[src/sv/swia_pkg.sv]
// Shared types and constants for the indexed-access stack.
`default_nettype none
package swia_pkg;

	// field widths
	localparam int DATA_W = 32;
	localparam int CMD_W = 2;
	localparam int POS_W = 8;
	localparam int STAT_W = 2;
	localparam int CNT_W = 8;

	// default number of cells
	localparam int DEPTH_DEF = 128;

	// command codes
	localparam logic [CMD_W-1:0] CMD_PUSH = 2'd0;
	localparam logic [CMD_W-1:0] CMD_POP = 2'd1;
	localparam logic [CMD_W-1:0] CMD_PEEK = 2'd2;
	localparam logic [CMD_W-1:0] CMD_CHANGE = 2'd3;

	// status codes
	localparam logic [STAT_W-1:0] STAT_OK = 2'd0;
	localparam logic [STAT_W-1:0] STAT_FULL = 2'd1;
	localparam logic [STAT_W-1:0] STAT_EMPTY = 2'd2;
	localparam logic [STAT_W-1:0] STAT_BADPOS = 2'd3;

	// controller states
	typedef enum logic {
		ST_IDLE,
		ST_SHIFT
	} state_t;

	// per-cycle control broadcast to every cell
	typedef struct packed {
		logic push;       // shift entries down, top takes the new word
		logic pop;        // shift entries up
		logic change;     // the cell at the given position takes the new word
		logic load_tap;   // snapshot entries into the read-out chain
		logic shift_tap;  // move the read-out chain one cell toward the top
	} cell_ctl_t;

endpackage
`default_nettype wire

[src/sv/swia_cell.sv]
// One stack cell: holds the entry at a fixed depth and one read-out tap.
`default_nettype none
module swia_cell #(
	parameter int IDX = 0
) (
	input  wire                              clk,
	input  wire  swia_pkg::cell_ctl_t        ctl,
	input  wire  [swia_pkg::POS_W-1:0]       position,
	input  wire  [swia_pkg::DATA_W-1:0]      value,
	input  wire  [swia_pkg::DATA_W-1:0]      entry_above,
	input  wire  [swia_pkg::DATA_W-1:0]      entry_below,
	input  wire  [swia_pkg::DATA_W-1:0]      tap_below,
	output logic [swia_pkg::DATA_W-1:0]      entry,
	output logic [swia_pkg::DATA_W-1:0]      tap
);

	// depth of this cell counted from the top, 1 = top
	localparam int unsigned SEL = IDX + 1;

	logic [swia_pkg::DATA_W-1:0] entry_q;
	logic [swia_pkg::DATA_W-1:0] tap_q;
	logic                        hit;

	assign hit = (32'(position) == SEL);

	// entry storage: shift with the stack or take an in-place write
	always_ff @(posedge clk) begin
		if (ctl.push) begin
			entry_q <= entry_above;
		end else if (ctl.pop) begin
			entry_q <= entry_below;
		end else if (ctl.change && hit) begin
			entry_q <= value;
		end
	end

	// read-out chain: snapshot, then walk toward the top
	always_ff @(posedge clk) begin
		if (ctl.load_tap) begin
			tap_q <= entry_q;
		end else if (ctl.shift_tap) begin
			tap_q <= tap_below;
		end
	end

	assign entry = entry_q;
	assign tap = tap_q;

endmodule
`default_nettype wire

[config.mk]
export PLATFORM = sky130hd
export DESIGN_NAME = swia_cell
export DESIGN_NICKNAME = d
export VERILOG_FILES = /design/src/sv/swia_pkg.sv /design/src/sv/swia_cell.sv
export SDC_FILE = /design/constraint.sdc
export NUM_CORES = 1
export LEC_CHECK = 0
export ABC_AREA = 0
export BUFFER_PORTS_ARGS = -buffer_cell sky130_fd_sc_hd__buf_2
export CORE_MARGIN = 3
export CORE_UTILIZATION = 38
export DETAILED_ROUTE_END_ITERATION = 16
export PLACE_DENSITY = 0.76
export SYNTH_ARGS = -nofsm -noshare
export SYNTH_HDL_FRONTEND = slang
export SYNTH_SLANG_ARGS = --single-unit
[constraint.sdc]
create_clock -name clk -period 2.4 [get_ports clk]
set_clock_uncertainty 0.2 [all_clocks]
set_input_delay 0.48 -clock clk [delete_from_list [all_inputs] [get_ports clk]]
set_output_delay 0.48 -clock clk [all_outputs]
set_load 0.02 [all_outputs]
==> results_dict.tcl <==
set metrics [dict create \
    multi_input_area_um2 1110 \
    via_per_inst 4.71 \
    yosysUniqueCellTypes 16 \
    cap_violations 0 \
    routed-via-count 2482 \
    syn_avg_cell_area_um2 15.1 \
    synth-seq-area-share 0.600 \
    cp_max_fo 2 \
    cts_made_buffers 9 \
    synth-adder-area-share 0 \
    worstMarginPinSlew_ps 620 \
    synth_top_family_by_area "multiplexers" \
    place_congestion 0.823 \
    drtAntennaViolNets 0 \
    maxSlewHeadroom 0.587 \
    n_antenna_cell 0 \
    final_cell_mix "buf_2, edfxtp_1, mux2i_1, nand2_1" \
    power_per_cell_area_nw_per_um2 666 \
    clock_latency_ps 330 \
    fin_crit_sh 0.672 \
    drive_above_1_share 0.609 \
    design_area_um2 4460 \
    synth_xor_area_frac 0 \
    grt_usage 0.165 \
    timing.critical_path.buf_inv 1 \
    antenna_found_initial 0 \
    finalHoldViolations 0 \
    grt_pass1_vias 2664 \
    leakagePower_nw 2.17 \
    syn_nets 354 \
    place_area_um2 4270 \
    critPathKind "reg -> out" \
    port_buffers 205 \
    ff_latch_area_um2 1920 \
    drt-total-wl_mm 7.95 \
    worstPathRequired_ps 1720 \
    drc_errors 0 \
    grt_pass1_wl_mm 12.5 \
    cts_tree "done" \
    status "completed" \
    holdCritPathClass "in -> reg" \
    synthSimpleGateAreaFrac 0.0457 \
    cts_sinks 64 \
    timing.fmax_mhz 620 \
    fin_crit_ps 1610 \
    nFillCells 722 \
    vdd_ir_drop_max_v 0.000328 \
    slowest_delay_ps 420 \
    ios 206 \
    crit_arrival_ps 930 \
    coreArea_um2 7970 \
    dieArea_um2 9570 \
    crit_family "flip-flops" \
    dieHeight_um 97.8 \
    first_pass_iters 4 \
    wl_per_cell_um 15.1 \
    dp_cells 511 \
    synth-compound-area-share 0.0531 \
    syn_area_um2 3200 \
    place_hpwl_mm 6.32 \
    ys_ff_latch 64 \
    setup_viol 0 \
    layout.cells.most_common "buf_2" \
    final_net_count 562 \
    synthMuxAreaShare 0.246 \
    h-tree-depth 3 \
    overflow 0 \
    root_buffer "clkbuf_8" \
    clk_pin_slew_ps 70 \
    finalSetupTns_ps 0 \
    drt_iter0_drc 34 \
    grt_start_max_net_pins 39 \
    die_width_um 97.8 \
    cts_hold_buffers 0 \
    instances_no_fill 527 \
    postCtsSetupBuffers 0 \
    cts_buffer_depth 2 \
    area_delta_synth_final_pct 39.2 \
    initial_core_util 0.402 \
    path_cells "buf_2" \
    slew_violations 0 \
    cts_resized 0 \
    rows 32 \
    rsz0062_at_grt "no" \
    ys_warn_count 0 \
    cp-end-kind "output port" \
    slowest_stage "edfxtp_1" \
    netlist_instances 212 \
    cp-start-kind "flop" \
]
## worst paths after layout
| kind | start | end | slack [ps] | depth (start not counted) |
|---|---|---|---|---|
| max reg2reg | entry[6] | tap[6] | 1250 | 1 |
| min | entry_above[30] | entry[30] | 230 | 3 |
| min reg2reg | entry[26] | tap[26] | 380 | 1 |
| max | entry[6] | entry[6] | 790 | 1 |
## power by group
part           switching, mW  internal [mW]  leakage (nW)
Sequential            0.0506           1.39         0.657
Combinational          0.356          0.303          1.42
Clock                  0.403          0.468        0.0901
## cell families after synthesis
kind of cell,after synthesis
AND/OR/NAND/NOR,36
flip-flops,64
multiplexers,64
AO/OA/AOI/OAI,33
buffers and inverters,15
## per-layer routing
metal / up-vias / track usage / share of wire
met5: - / 0 / 0
met4: 0 / 0.0682 / 0.019
met3: 12 / 0.0421 / 0.076
met2: 117 / 0.303 / 0.53
met1: 1144 / 0.180 / 0.37
li1: 1209 / - / -
## final cells by class
cell class	count	share of cell area
Clock buffer	9	0.0278
Clock inverter	7	0.0140
Multi-Input combinational cell	133	0.248
Sequential cell	64	0.431
Tap cell	102	0.0286
Timing Repair Buffer	212	0.250
## per-stage QoR
step	total power [mW]	setup WS [ps]	util	hold WS, ps
finish	2.97	788	0.560	234
global route	3.11	747	0.560	224
CTS	3.01	758	0.560	215
detailed placement	2.14	467	0.536	363
global placement	2.12	531	0.536	364
floorplan	1.87	85.7	-	471
## cell usage after synthesis
cell | instances | share of area
nand2_1 | 32 | 0.037
edfxtp_1 | 64 | 0.60
or2_1 | 1 | 0.0020
nor3b_1 | 1 | 0.0023
buf_12 | 6 | 0.037
buf_6 | 2 | 0.0070
nor2_1 | 1 | 0.0012
mux2_2 | 3 | 0.011
mux2_4 | 29 | 0.14
o21ai_0 | 3 | 0.0047
mux2i_1 | 32 | 0.10
clkbuf_1 | 1 | 0.0012
nor4b_1 | 1 | 0.0027
buf_2 | 6 | 0.0094
o21ai_1 | 29 | 0.045
a311o_1 | 1 | 0.0031
## sequential cells by signal, indices dropped and copies added, names as in the netlist
name,count
entry,32
tap,32
Note: power is estimated with default switching activity, not from simulation.
