==> config.mk <==
export PLATFORM = sky130hd
export DESIGN_NAME = swia_ctrl
export DESIGN_NICKNAME = d
export VERILOG_FILES = /design/src/sv/swia_pkg.sv /design/src/sv/swia_ctrl.sv
export SDC_FILE = /design/constraint.sdc
export NUM_CORES = 1
export LEC_CHECK = 0
export ABC_AREA = 1
export BUFFER_PORTS_ARGS = -buffer_cell sky130_fd_sc_hd__buf_2
export CAP_MARGIN = 20
export CORE_MARGIN = 2
export CORE_UTILIZATION = 30
export CTS_CLUSTER_SIZE = 8
export DETAILED_ROUTE_END_ITERATION = 16
export GPL_TIMING_DRIVEN = 0
export PLACE_DENSITY = 0.6
export SLEW_MARGIN = 20
export SYNTH_ARGS = -nofsm -noshare
export SYNTH_HDL_FRONTEND = slang
export SYNTH_SLANG_ARGS = --single-unit
==> constraint.sdc <==
create_clock -name clk -period 8.35 [get_ports clk]
set_clock_uncertainty 0.1 [all_clocks]
set_input_delay 0.4175 -clock clk [delete_from_list [all_inputs] [get_ports clk]]
set_output_delay 0.4175 -clock clk [all_outputs]
set_load 0.005 [all_outputs]
==> src/sv/swia_pkg.sv <==
// Shared types and constants for the indexed-access stack.
`default_nettype none
package swia_pkg;

	// field widths
	localparam int DATA_W = 32;
	localparam int CMD_W = 2;
	localparam int POS_W = 8;
	localparam int STAT_W = 2;
	localparam int CNT_W = 8;

	// default number of cells
	localparam int DEPTH_DEF = 128;

	// command codes
	localparam logic [CMD_W-1:0] CMD_PUSH = 2'd0;
	localparam logic [CMD_W-1:0] CMD_POP = 2'd1;
	localparam logic [CMD_W-1:0] CMD_PEEK = 2'd2;
	localparam logic [CMD_W-1:0] CMD_CHANGE = 2'd3;

	// status codes
	localparam logic [STAT_W-1:0] STAT_OK = 2'd0;
	localparam logic [STAT_W-1:0] STAT_FULL = 2'd1;
	localparam logic [STAT_W-1:0] STAT_EMPTY = 2'd2;
	localparam logic [STAT_W-1:0] STAT_BADPOS = 2'd3;

	// controller states
	typedef enum logic {
		ST_IDLE,
		ST_SHIFT
	} state_t;

	// per-cycle control broadcast to every cell
	typedef struct packed {
		logic push;       // shift entries down, top takes the new word
		logic pop;        // shift entries up
		logic change;     // the cell at the given position takes the new word
		logic load_tap;   // snapshot entries into the read-out chain
		logic shift_tap;  // move the read-out chain one cell toward the top
	} cell_ctl_t;

endpackage
`default_nettype wire

==> src/sv/swia_ctrl.sv <==
// Controller: fill count, command decode, peek walk and result registers.
`default_nettype none
module swia_ctrl #(
	parameter int DEPTH = swia_pkg::DEPTH_DEF
) (
	input  wire                                  clk,
	input  wire                                  arst_n,
	input  wire                                  start,
	input  wire  [swia_pkg::CMD_W-1:0]           command,
	input  wire  [swia_pkg::DATA_W-1:0]          value,
	input  wire  [swia_pkg::POS_W-1:0]           position,
	input  wire  [swia_pkg::DATA_W-1:0]          top_entry,
	input  wire  [swia_pkg::DATA_W-1:0]          tap_next,
	output swia_pkg::cell_ctl_t                  ctl,
	output logic                                 busy,
	output logic                                 done,
	output logic [swia_pkg::DATA_W-1:0]          data,
	output logic [swia_pkg::STAT_W-1:0]          status,
	output logic [swia_pkg::CNT_W-1:0]           count
);

	localparam int FW = $clog2(DEPTH + 1);
	localparam int CW = swia_pkg::CNT_W;
	localparam int PW = swia_pkg::POS_W;
	localparam logic [FW-1:0] FULL_CNT = FW'(DEPTH);

	swia_pkg::state_t state_q, state_d;

	logic [FW-1:0]                   fill_q, fill_d;
	logic [PW-1:0]                   walk_q, walk_d;
	logic                            accept;
	logic                            bad_pos;
	logic                            res_vld;
	logic [swia_pkg::DATA_W-1:0]     res_data;
	logic [swia_pkg::STAT_W-1:0]     res_stat;

	logic                            done_q;
	logic [swia_pkg::DATA_W-1:0]     data_q;
	logic [swia_pkg::STAT_W-1:0]     status_q;
	logic [CW-1:0]                   count_q;

	assign busy = (state_q == swia_pkg::ST_SHIFT);
	assign accept = start && !busy;
	assign bad_pos = (position == '0) || (32'(position) > 32'(fill_q));

	// next state
	always_comb begin
		state_d = state_q;
		case (state_q)
			swia_pkg::ST_IDLE: begin
				if (accept && (command == swia_pkg::CMD_PEEK) && !bad_pos &&
				    (position != PW'(1))) begin
					state_d = swia_pkg::ST_SHIFT;
				end
			end
			swia_pkg::ST_SHIFT: begin
				if (walk_q == PW'(1)) begin
					state_d = swia_pkg::ST_IDLE;
				end
			end
			default: state_d = swia_pkg::ST_IDLE;
		endcase
	end

	// outputs: cell controls, fill and walk updates, result word
	always_comb begin
		ctl = '0;
		fill_d = fill_q;
		walk_d = walk_q;
		res_vld = 1'b0;
		res_data = '0;
		res_stat = swia_pkg::STAT_OK;
		case (state_q)
			swia_pkg::ST_IDLE: begin
				if (accept) begin
					res_vld = 1'b1;
					case (command)
						swia_pkg::CMD_PUSH: begin
							if (fill_q == FULL_CNT) begin
								res_stat = swia_pkg::STAT_FULL;
							end else begin
								ctl.push = 1'b1;
								fill_d = fill_q + FW'(1);
								res_data = value;
							end
						end
						swia_pkg::CMD_POP: begin
							if (fill_q == '0) begin
								res_stat = swia_pkg::STAT_EMPTY;
							end else begin
								ctl.pop = 1'b1;
								fill_d = fill_q - FW'(1);
								res_data = top_entry;
							end
						end
						swia_pkg::CMD_CHANGE: begin
							if (bad_pos) begin
								res_stat = swia_pkg::STAT_BADPOS;
							end else begin
								ctl.change = 1'b1;
								res_data = value;
							end
						end
						default: begin
							// peek
							if (bad_pos) begin
								res_stat = swia_pkg::STAT_BADPOS;
							end else if (position == PW'(1)) begin
								res_data = top_entry;
							end else begin
								ctl.load_tap = 1'b1;
								walk_d = position - PW'(1);
								res_vld = 1'b0;
							end
						end
					endcase
				end
			end
			swia_pkg::ST_SHIFT: begin
				if (walk_q == PW'(1)) begin
					res_vld = 1'b1;
					res_data = tap_next;
				end else begin
					ctl.shift_tap = 1'b1;
					walk_d = walk_q - PW'(1);
				end
			end
			default: ;
		endcase
	end

	// control registers
	always_ff @(posedge clk or negedge arst_n) begin
		if (!arst_n) begin
			state_q <= swia_pkg::ST_IDLE;
			fill_q <= '0;
			done_q <= 1'b0;
		end else begin
			state_q <= state_d;
			fill_q <= fill_d;
			done_q <= res_vld;
		end
	end

	// payload registers
	always_ff @(posedge clk) begin
		walk_q <= walk_d;
		if (res_vld) begin
			data_q <= res_data;
			status_q <= res_stat;
			count_q <= CW'(fill_d);
		end
	end

	assign done = done_q;
	assign data = data_q;
	assign status = status_q;
	assign count = count_q;

endmodule
`default_nettype wire

==> summary.md, run 1 <==
| Metric | Value |
|---|---|
| Max_cap viols | `0` |
| RSZ-0062 raised after global routing | `no` |
| Final setup fails | `0` |
| H-tree levels | `3` |
| Power Total | `1.23 mW` |
| Worst path bufs/invs | `2` |
| Hold Vio Cnt, Final | `0` |
| Slew Limit Fails | `0` |
| First-pass GRT wire length | `21800 um` |
| Finished Layout Cells | `981` |
| Placed Cells | `964` |
| Post-Syn Area | `4500 um^2` |
| Crit path DAT | `3.05 ns` |
| Worst r2r path cells | `9` |
| Worst path required time | `8.21 ns` |
| Remaining DRCs | `0` |
| TritonCTS clock tree | `done` |
| Clock Power Share | `30.6%` |
| Post-layout net count | `917` |
| P&R area growth vs syn | `29.5%` |
| Status | `complete, no violations` |
| Register bit total from synthesis | `60` |
| DRT antenna net count | `0` |
| Switching fraction of total power | `36.2%` |
| DRC marker count from the first detailed-route iteration | `258` |
| CP peak stage delay | `0.71 ns` |
| Max FO, Critical Path | `10` |
| Cell repeated most along the worst path | `nand2_1` |
| Syn Inst Count | `623` |
| Placed Instance Area | `5530 um^2` |
| CP delay by family, top | `compound AO/OA/AOI/OAI gates` |
| Boundary pin count | `158` |
| Setup TNS | `0 ns` |
| Mapped Avg Cell Area | `7.23 um^2` |
| Initial antenna violation count | `0` |
| GRT Residual Overflow | `0` |
| Worst-path clk slew | `0.05 ns` |
| Via count | `4505` |
| Logic pwr share | `34.1%` |
| Core area | `14600 um^2` |
| Cts bufs inserted | `9` |
| Chip height | `127 um` |
| Worst slack, placed | `5.11 ns` |
| Worst-Skew Late Latency | `0.34 ns` |
| Largest net degree at the start of global routing | `44` |
| CTS Hold Bufs | `1` |
| Full die area | `16000 um^2` |
| Most frequent cells in the layout | `202 x nand2_1, 169 x buf_2, 61 x inv_1, 57 x nor2_1, 50 x edfxtp_1` |
| Distinct cells, synth | `40` |
| Crit path time final | `3.19 ns` |
| Synth warn | `0` |
| Max Clk Rate | `0.314 GHz` |
| Max_slew headroom | `44.6%` |
| Pwr dens | `211 nW/um^2` |
| Post-cts sizing count | `0` |
| Cell area after layout | `5830 um^2` |
| Fin worst setup slack | `5.16 ns` |
| Sequential power share | `35.3%` |
| Sequential-to-total area share from yosys stat | `38.9%` |
| Die X | `127 um` |
| Hold/Removal Path Class | `in -> reg` |
| Clock root buffer | `clkbuf_16` |
| Crit. End Element | `flip-flop` |
| Num rows | `44` |
| Vias per cell | `4.59` |
| First-pass iteration count of the detailed router | `5` |
| Share of layout cells above drive strength 1 | `29.7%` |
| Maximum clock path buffer count | `2` |
| Placed wire-length estimate | `10300 um` |
| Ant diodes | `0` |
| Cell leakage power | `2.99 nW` |
| Max IR drop VDD | `109 uV` |
| Worst setup SP type | `flip-flop` |
| Setup Crit Path Kind | `reg -> reg` |
| CP cell instances | `inv_1 > ha_1 > a21o_1 > nor2_1 > nand2_1 > nand2_1 > buf_2 > nand4_1 > o22ai_1` |
| RePlAce Congestion | `0.837` |
| P_int | `0.786 mW` |
| DR WL/cell | `14.1 um` |
| Total clock sinks | `60` |
| Period utilization | `38.1%` |
| Total GRT Usage | `17.4%` |
| Vias in the first global route | `4330` |
| Least-Margin Pin Slew | `0.831 ns` |
| Hold path depth | `3` |
| Post-CTS Setup Inserts | `0` |
| CP Depth | `9` |
| Switching Power | `0.446 mW` |
| Post-Synthesis Net Count | `748` |
| Initial core utilization | `30.9%` |
| Count of input and output buffers | `157` |
| Routed WL | `13800 um` |
| Most common cell after layout, fill and taps aside | `nand2_1` |
| Slowest cell on crit path | `o22ai_1` |
-- registers in the layout (all words and copies together), names as in the netlist --
name,cells
fill_q,8
status,2
busy,1
data,32
count,8
done,1
walk_q,8
-- metrics by stage --
stage                     util, %  hold WS, ns
final                        40.0        0.252
after CTS                    40.0        0.236
after global routing         40.0        0.249
after detailed placement     37.9        0.200
after global placement       37.8        0.196
after floorplan                 -       0.0219
-- synth_stat cells --
library cell    n  area (um^2)
nand2_1       203          762
inv_1          61          229
nor2_1         57          214
edfxtp_1       50         1500
a21oi_1        46          230
nand3_1        44          220
o21ai_2        20          175
ha_1           16          200
o21ai_0        14         70.1
o21ai_1        13         65.1
buf_2          12         60.1
dfrtp_1        10          250
inv_2          10         37.5
clkbuf_1        8         30.0
nand2_2         5         31.3
xnor2_1         5         43.8
xor2_1          5         43.8
buf_6           4         45.0
nand4_1         4         25.0
nor3_1          4         20.0
buf_1           3         11.3
buf_4           3         22.5
nor2_2          3         18.8
o211ai_1        3         22.5
o22ai_1         3         18.8
a31oi_1         2         12.5
mux2i_1         2         20.0
a211oi_1        1         7.51
a21o_1          1         7.51
a22oi_1         1         7.51
a2bb2oi_1       1         8.76
clkbuf_2        1         5.00
clkinv_2        1         5.00
inv_4           1         6.26
nand3_4         1         17.5
nor2_4          1         11.3
nor4b_2         1         15.0
o21a_1          1         7.51
o21ai_4         1         16.3
o221ai_1        1         8.76
-- tightest hold or removal path: stages --
cell and delay [ns]:
buf_2 0.08, nand2_1 0.04, nand2_1 0.05
-- logic make-up after synthesis --
group / after synthesis / synth area share [%]
AOI/OAI and AO/OA: 108 / 14.6
xor gates and xnor gates: 10 / 1.94
adders and majority gates: 16 / 4.44
buffers and inverters: 104 / 10.0
DFF: 60 / 38.9
muxes: 2 / 0.444
and+or+nand+nor: 323 / 29.6
-- cell type report --
| type | count | area, um^2 |
|---|---|---|
| plain buffers | 31 | 174 |
| clock buffers | 11 | 243 |
| clock inverters | 5 | 52.6 |
| fillers | 1551 | 8760 |
| inverters | 73 | 278 |
| multi-input cells | 459 | 2310 |
| flip-flops and latches | 60 | 1750 |
| well taps | 184 | 230 |
| repair buffers | 158 | 796 |
-- layer usage --
layer | global-route usage, % | wire [um]
met2 | 28.4 | 6240
met1 | 22.5 | 6370
met5 | 0 | 0
met3 | 4.51 | 986
met4 | 5.75 | 221
-- final timing paths --
kind	from	to	slack, ns
setup / recovery	fill_q[7]	walk_q[1]	5.16
hold reg to reg	fill_q[6]	fill_q[6]	0.52
min in group asynchronous	arst_n	done	0.38
setup reg to reg	fill_q[7]	walk_q[1]	5.16
hold / removal	tap_next[15]	data[15]	0.25
max in group asynchronous	arst_n	busy	7.57
-- power groups by stage --
stage	Sequential (mW)	Clock [mW]	Combinational, mW
after floorplan	0.433	0	0.292
after global placement	0.440	0	0.417
after detailed placement	0.441	0	0.423
after CTS	0.435	0.389	0.426
after global routing	0.441	0.403	0.479
final	0.435	0.377	0.421
Power figures use the tool's default switching activity.
==> run 2: changes to the inputs <==
- ABC_AREA: 1 -> 0
- PLACE_DENSITY: 0.6 -> 0.61
- clock period: 8.35 -> 3 ns (I/O delays scaled with it)
==> summary.md, run 2 <==
| Metric | Value |
|---|---|
| First-pass GRT wire length | `20800 um (-4.7%)` |
| Max_cap viols | `0 (unchanged)` |
| Post-synth EDFFs | `50 (unchanged)` |
| RSZ-0062 raised after global routing | `yes` |
| CP cell instances | `inv_1 > ha_1 > and4_1 > o31a_1 > a22o_2 > nor3_1 > buf_2` |
| Max reg flops | `32 (unchanged)` |
| Crit path DAT | `2.58 ns (-0.47 ns)` |
| Register bit total from synthesis | `60 (unchanged)` |
| Post-Synthesis Net Count | `542 (-28%)` |
| Hold Vio Cnt, Final | `0 (unchanged)` |
| Remaining DRCs | `0 (unchanged)` |
| Finished Layout Cells | `765 (-22%)` |
| Total GRT Usage | `18.7% (+1.3 points)` |
| Main synth FF type | `edfxtp_1` |
| Maximum clock path buffer count | `2 (unchanged)` |
| Worst-Skew Late Latency | `0.33 ns (about the same)` |
| First-pass iteration count of the detailed router | `7 (+2)` |
| Switching Power | `1.25 mW (+180%)` |
| Final setup fails | `0 (unchanged)` |
| Worst slack, placed | `-0.410 ns (-5.52 ns)` |
| Via count | `4228 (-6.1%)` |
| Ant diodes | `0 (unchanged)` |
| Hold slack final | `0.0831 ns (-0.169 ns)` |
| Post-layout net count | `713 (-22%)` |
| Status | `complete, no violations` |
| Hold/Removal Path Class | `in -> reg` |
| Post-Syn Area | `3950 um^2 (-12%)` |
| Initial core utilization | `31.0% (+0.15 points)` |
| Vias in the first global route | `4174 (-3.6%)` |
| Count of input and output buffers | `155 (-1.3%)` |
| Clock root buffer | `clkbuf_16` |
| RePlAce Congestion | `0.857 (+2.5%)` |
| Num rows | `41 (-6.8%)` |
| Max FO, Critical Path | `8 (-2)` |
| Slowest cell on crit path | `dfrtp_2` |
| Total clock sinks | `60 (unchanged)` |
| Syn Inst Count | `417 (-33%)` |
| Post-synth top area share | `38.0% (+4.7 points)` |
| Worst setup SP type | `flip-flop` |
| Full die area | `14100 um^2 (-12%)` |
| Worst-path clk slew | `0.05 ns (about the same)` |
| Slew Limit Fails | `0 (unchanged)` |
| Logic pwr share | `35.4% (+1.3 points)` |
| Sequential power share | `38.0% (+2.7 points)` |
| Top-count cell post-synth | `nand2_1` |
| Clock Power Share | `26.6% (-4.0 points)` |
| P&R area growth vs syn | `36.4%` |
| Synth top cells by count | `116 x nand2_1, 50 x edfxtp_1, 32 x a222oi_1, 32 x a32oi_1, 26 x clkbuf_1` |
| Chip height | `119 um (-6.2%)` |
| Crit. End Element | `output port` |
| Pwr dens | `645 nW/um^2 (+210%)` |
| Fin worst setup slack | `0.167 ns (-5.00 ns)` |
| Mapped Avg Cell Area | `9.47 um^2 (+31%)` |
| Share of layout cells above drive strength 1 | `34.9% (+5.2 points)` |
| Largest net degree at the start of global routing | `15 (-66%)` |
| Core area | `12700 um^2 (-13%)` |
| Placed Cells | `746 (-23%)` |
| Crit path time final | `2.83 ns` |
| Routed WL | `13500 um (-2.6%)` |
| Period utilization | `94.4%` |
| Cell leakage power | `2.06 nW (-31%)` |
| DRT antenna net count | `0 (unchanged)` |
| Setup Crit Path Kind | `reg -> out` |
| Boundary pin count | `158 (unchanged)` |
| Ys async rst share | `16.7% (unchanged)` |
| Most common cell after layout, fill and taps aside | `buf_2` |
| CP delay by family, top | `compound AO/OA/AOI/OAI gates` |
| P_int | `2.23 mW (+180%)` |
| DR WL/cell | `17.6 um (+25%)` |
| Power Total | `3.47 mW (+180%)` |
| H-tree levels | `3 (unchanged)` |
| Max Clk Rate | `0.353 GHz` |
| Cts bufs inserted | `9 (unchanged)` |
| DRC marker count from the first detailed-route iteration | `421 (+63%)` |
| Worst path bufs/invs | `2 (unchanged)` |
| Synth warn | `0 (unchanged)` |
| Most frequent cells in the layout | `155 x buf_2, 115 x nand2_1, 50 x edfxtp_1, 32 x a222oi_1, 32 x a32oi_1` |
| GRT Residual Overflow | `0 (unchanged)` |
| Main area contributors after synthesis | `edfxtp_1 38%, nand2_1 11%, a222oi_1 8.1%` |
| Synth area leader | `edfxtp_1` |
| Max_slew headroom | `48.6% (+4.0 points)` |
| TritonCTS clock tree | `done` |
| Sequential-to-total area share from yosys stat | `44.4% (+5.5 points)` |
| Setup TNS | `0 ns (unchanged)` |
| Placed wire-length estimate | `9940 um (-3.6%)` |
| Max IR drop VDD | `386 uV (+250%)` |
| Vias per cell | `5.53 (+20%)` |
| Switching fraction of total power | `35.8% (-0.37 points)` |
| Initial antenna violation count | `0 (unchanged)` |
| Die X | `119 um (-6.2%)` |
| Distinct cells, synth | `43 (+7.5%)` |
| Least-Margin Pin Slew | `0.765 ns (-0.0660 ns)` |
| Worst path required time | `2.75 ns (-5.46 ns)` |
| CP peak stage delay | `0.46 ns (-0.25 ns)` |
==> run 2: cells by family after synthesis <==
kind of cell	share of synthesized area, %
buffers and inverters	4.66
adders and majority gates	5.07
AOI/OAI and AO/OA	23.0
xor gates and xnor gates	2.88
DFF	44.4
and+or+nand+nor	19.0
muxes	1.01
==> run 2: stage by stage <==
step	instance area [um^2]	utilization (%)
floorplan	3960	-
global placement	4950	38.9
detailed placement	4990	39.3
CTS	5310	41.7
global route	5390	42.3
finish	5390	42.3
==> run 2: power by group through the flow <==
| stage | Combinational, mW | Sequential, mW | Clock (mW) |
|---|---|---|---|
| after floorplan | 0.718 | 1.30 | 0 |
| after global placement | 1.11 | 1.31 | 0 |
| after detailed placement | 1.17 | 1.31 | 0 |
| after CTS | 1.19 | 1.31 | 0.954 |
| after global routing | 1.38 | 1.34 | 0.973 |
| final | 1.23 | 1.32 | 0.923 |
==> run 2: metal layers <==
metal | part of all wire (%) | vias up | global-route usage, %
li1 | - | 1972 | -
met1 | 41 | 2001 | 22.6
met2 | 49 | 226 | 31.4
met3 | 7.0 | 29 | 3.52
met4 | 3.1 | 0 | 9.67
met5 | 0 | - | 0
==> run 2: area by class of cell <==
cell class / count / area (um^2)
Timing Repair Buffer: 163 / 878
Sequential cell: 60 / 1750
Clock buffer: 11 / 233
Inverter: 14 / 52.6
Fill cell: 1293 / 7340
Multi-Input combinational cell: 314 / 2090
Buffer: 26 / 130
Clock inverter: 5 / 30.0
Tap cell: 172 / 215
==> run 2: worst paths after layout <==
| path | from | end | slack (ns) | cells after the start |
|---|---|---|---|---|
| max | fill_q[7] | ctl[2] | 0.17 | 7 |
| min | value[0] | data[0] | 0.08 | 3 |
| max reg2reg | fill_q[7] | data[11] | 0.18 | 10 |
| min reg2reg | fill_q[5] | fill_q[5] | 0.46 | 1 |
| max in group asynchronous | arst_n | fill_q[4] | 2.45 | 2 |
| min in group asynchronous | arst_n | fill_q[5] | 0.12 | 2 |
==> run 2: timing repair <==
action                                 in CTS  in global routing
hold buffers                                1                  0
setup endpoints to repair                  85                 92
setup buffers                               2                  3
endpoints found under the hold margin      10                  0
resized for setup                           7                 22
pin swaps                                   1                  3
==> run 2: worst min-delay path, stage by stage <==
cell     delay [ns]
buf_2          0.10
nand2_1        0.05
a32oi_1        0.04
==> run 3: changes to the inputs <==
- PLACE_DENSITY: 0.61 -> 0.63
- clock period: 3 -> 2.4 ns (I/O delays scaled with it)
==> summary.md, run 3 (synthesized netlist as in run 2, its figures left out) <==
| Metric | Value |
|---|---|
| Reg2reg setup slack | `-0.18 ns (-0.36 ns)` |
| Cts bufs inserted | `9 (unchanged)` |
| Max_slew headroom | `45.7% (-3.0 points)` |
| Placed wire-length estimate | `9970 um (+0.23%)` |
| Status | `complete, but fails checks` |
| Most common cell after layout, fill and taps aside | `buf_2` |
| Hold Vio Cnt, Final | `0 (unchanged)` |
| Crit path DAT | `2.37 ns (-0.21 ns)` |
| RePlAce Congestion | `0.862 (+0.62%)` |
| Hold Path End | `data[29]` |
| Pwr dens | `790 nW/um^2 (+22%)` |
| Slew Limit Fails | `0 (unchanged)` |
| Cell leakage power | `2.43 nW (+18%)` |
| Total GRT Usage | `19.8% (+1.2 points)` |
| Max_cap viols | `0 (unchanged)` |
| Remaining DRCs | `0 (unchanged)` |
| CP Depth | `8 (+1)` |
| Worst path required time | `2.18 ns (-0.57 ns)` |
| P&R area growth vs syn | `56.3%` |
| Critical hold path startpoint | `value[29]` |
| Worst path bufs/invs | `2 (unchanged)` |
| Period utilization | `108%` |
| Clock root buffer | `clkbuf_16` |
| Power Total | `4.88 mW (+40%)` |
| Vias per cell | `5.64 (+2.1%)` |
| Most frequent cells in the layout | `155 x buf_2, 76 x nand2_1, 50 x edfxtp_1, 32 x nand2_2, 32 x a222oi_1` |
| Max Clk Rate | `0.386 GHz` |
| Placed Cells | `746 (unchanged)` |
| Via count | `4520 (+6.9%)` |
| CP peak stage delay | `0.40 ns (-0.06 ns)` |
| Setup Crit Path Kind | `reg -> out` |
| Slowest cell on crit path | `dfrtp_1` |
| Total clock sinks | `60 (unchanged)` |
| Number of fill cells | `1215 (-6.0%)` |
| RSZ-0062 raised after global routing | `yes` |
| First-pass iteration count of the detailed router | `8 (+1)` |
| Full die area | `14100 um^2 (unchanged)` |
| DR WL/cell | `18.5 um (+5.0%)` |
| Register area | `1760 um^2 (about the same)` |
| CP cell instances | `inv_2 > ha_4 > a211oi_2 > nor2_1 > o31a_1 > a22o_4 > nor4_4 > buf_2` |
| Fin worst setup slack | `-0.190 ns (-0.357 ns)` |
| Crit. End Element | `output port` |
| Ant diodes | `0 (unchanged)` |
| Worst R2R End | `data[9]` |
| Crit path time final | `2.59 ns` |
| DRT antenna net count | `0 (unchanged)` |
| Core area | `12700 um^2 (unchanged)` |
| Hold slack final | `0.0411 ns (-0.0420 ns)` |
| Least-Margin Pin Slew | `0.809 ns (+0.0440 ns)` |
| Vias in the first global route | `4378 (+4.9%)` |
| Die X | `119 um (unchanged)` |
| Worst r2r path cells | `10 (unchanged)` |
| Hold path depth | `3 (unchanged)` |
| Max IR drop VDD | `492 uV (+28%)` |
| TritonCTS clock tree | `done` |
| Reg-to-reg startpoint | `fill_q[5]` |
| Hold/Removal Path Class | `in -> reg` |
| Footprint of the multi-input gates | `2390 um^2 (+14%)` |
| Largest net degree at the start of global routing | `19 (+4)` |
| Boundary pin count | `158 (unchanged)` |
| Post-layout net count | `749 (+5.0%)` |
| Failing checks | `negative setup slack` |
| First-pass GRT wire length | `22000 um (+5.6%)` |
| Initial core utilization | `31.0% (unchanged)` |
| Max FO, Critical Path | `3 (-5)` |
| Worst-Skew Late Latency | `0.34 ns (about the same)` |
| Share of layout cells above drive strength 1 | `49.6% (+15 points)` |
| Count of input and output buffers | `155 (unchanged)` |
| Routed WL | `14800 um (+10%)` |
| GRT Residual Overflow | `0 (unchanged)` |
| Setup TNS | `-11.44 ns (-11.44 ns)` |
| Num rows | `41 (unchanged)` |
| DRC marker count from the first detailed-route iteration | `513 (+22%)` |
| Max reg flops | `32 (unchanged)` |
| Worst-path clk slew | `0.05 ns (about the same)` |
| Worst setup SP type | `flip-flop` |
| Finished Layout Cells | `801 (+4.7%)` |
| H-tree levels | `3 (unchanged)` |
| CP delay by family, top | `compound AO/OA/AOI/OAI gates` |
| Final setup fails | `86 (+86)` |
| Maximum clock path buffer count | `2 (unchanged)` |
| Initial antenna violation count | `0 (unchanged)` |
| Chip height | `119 um (unchanged)` |
[run 3: where the power goes]
| part | internal [mW] | switching, mW |
|---|---|---|
| combinational | 0.963 | 1.14 |
| sequential | 1.47 | 0.139 |
| clock | 0.686 | 0.475 |
[run 3: repair_timing]
action                                  CTS  global route
hold buffers                              1             0
resized for setup                        75            50
hold endpoints to repair                 10             0
endpoints found under the setup margin   98            98
pin swaps                                47            45
gates cloned                              4             5
setup buffers                            18            17
[run 3: final cells by class]
cell class / instances / share of cell area, %
clock inverter: 6 / 0.507
clock buffer: 10 / 3.71
buffer: 26 / 3.02
tap: 172 / 3.49
sequential: 60 / 28.5
timing repair buffer: 199 / 21.2
multi-input combinational: 314 / 38.7
inverter: 14 / 0.933
[run 3: worst max-delay path by stage]
| stage | to | start | slack (ns) |
|---|---|---|---|
| after global placement | count[0] | fill_q[2] | -0.87 |
| after CTS | ctl[1] | fill_q[7] | -0.20 |
| final | ctl[1] | fill_q[5] | -0.19 |
| after detailed placement | data[16] | fill_q[4] | -0.76 |
| after global routing | data[16] | fill_q[5] | -0.29 |
| after floorplan | count[0] | fill_q[2] | -0.31 |
[run 3: metrics by stage]
stage / setup WS [ns] / utilization (%) / instance area (um^2)
after floorplan: -0.305 / - / 4090
after global placement: -0.872 / 39.9 / 5080
after detailed placement: -0.764 / 40.2 / 5120
after CTS: -0.198 / 46.1 / 5870
after global routing: -0.294 / 48.5 / 6170
final: -0.190 / 48.5 / 6170
[run 3: layer usage]
layer  share of wire, %  GRT usage, %
met5                  0             0
met2                 48          31.6
met1                 41          24.8
met3                7.2          4.30
met4                3.9          11.1
[run 3: worst min-delay path, stage by stage]
cell     delay, ns
buf_2         0.10
nand2_1       0.05
a32oi_1       0.05
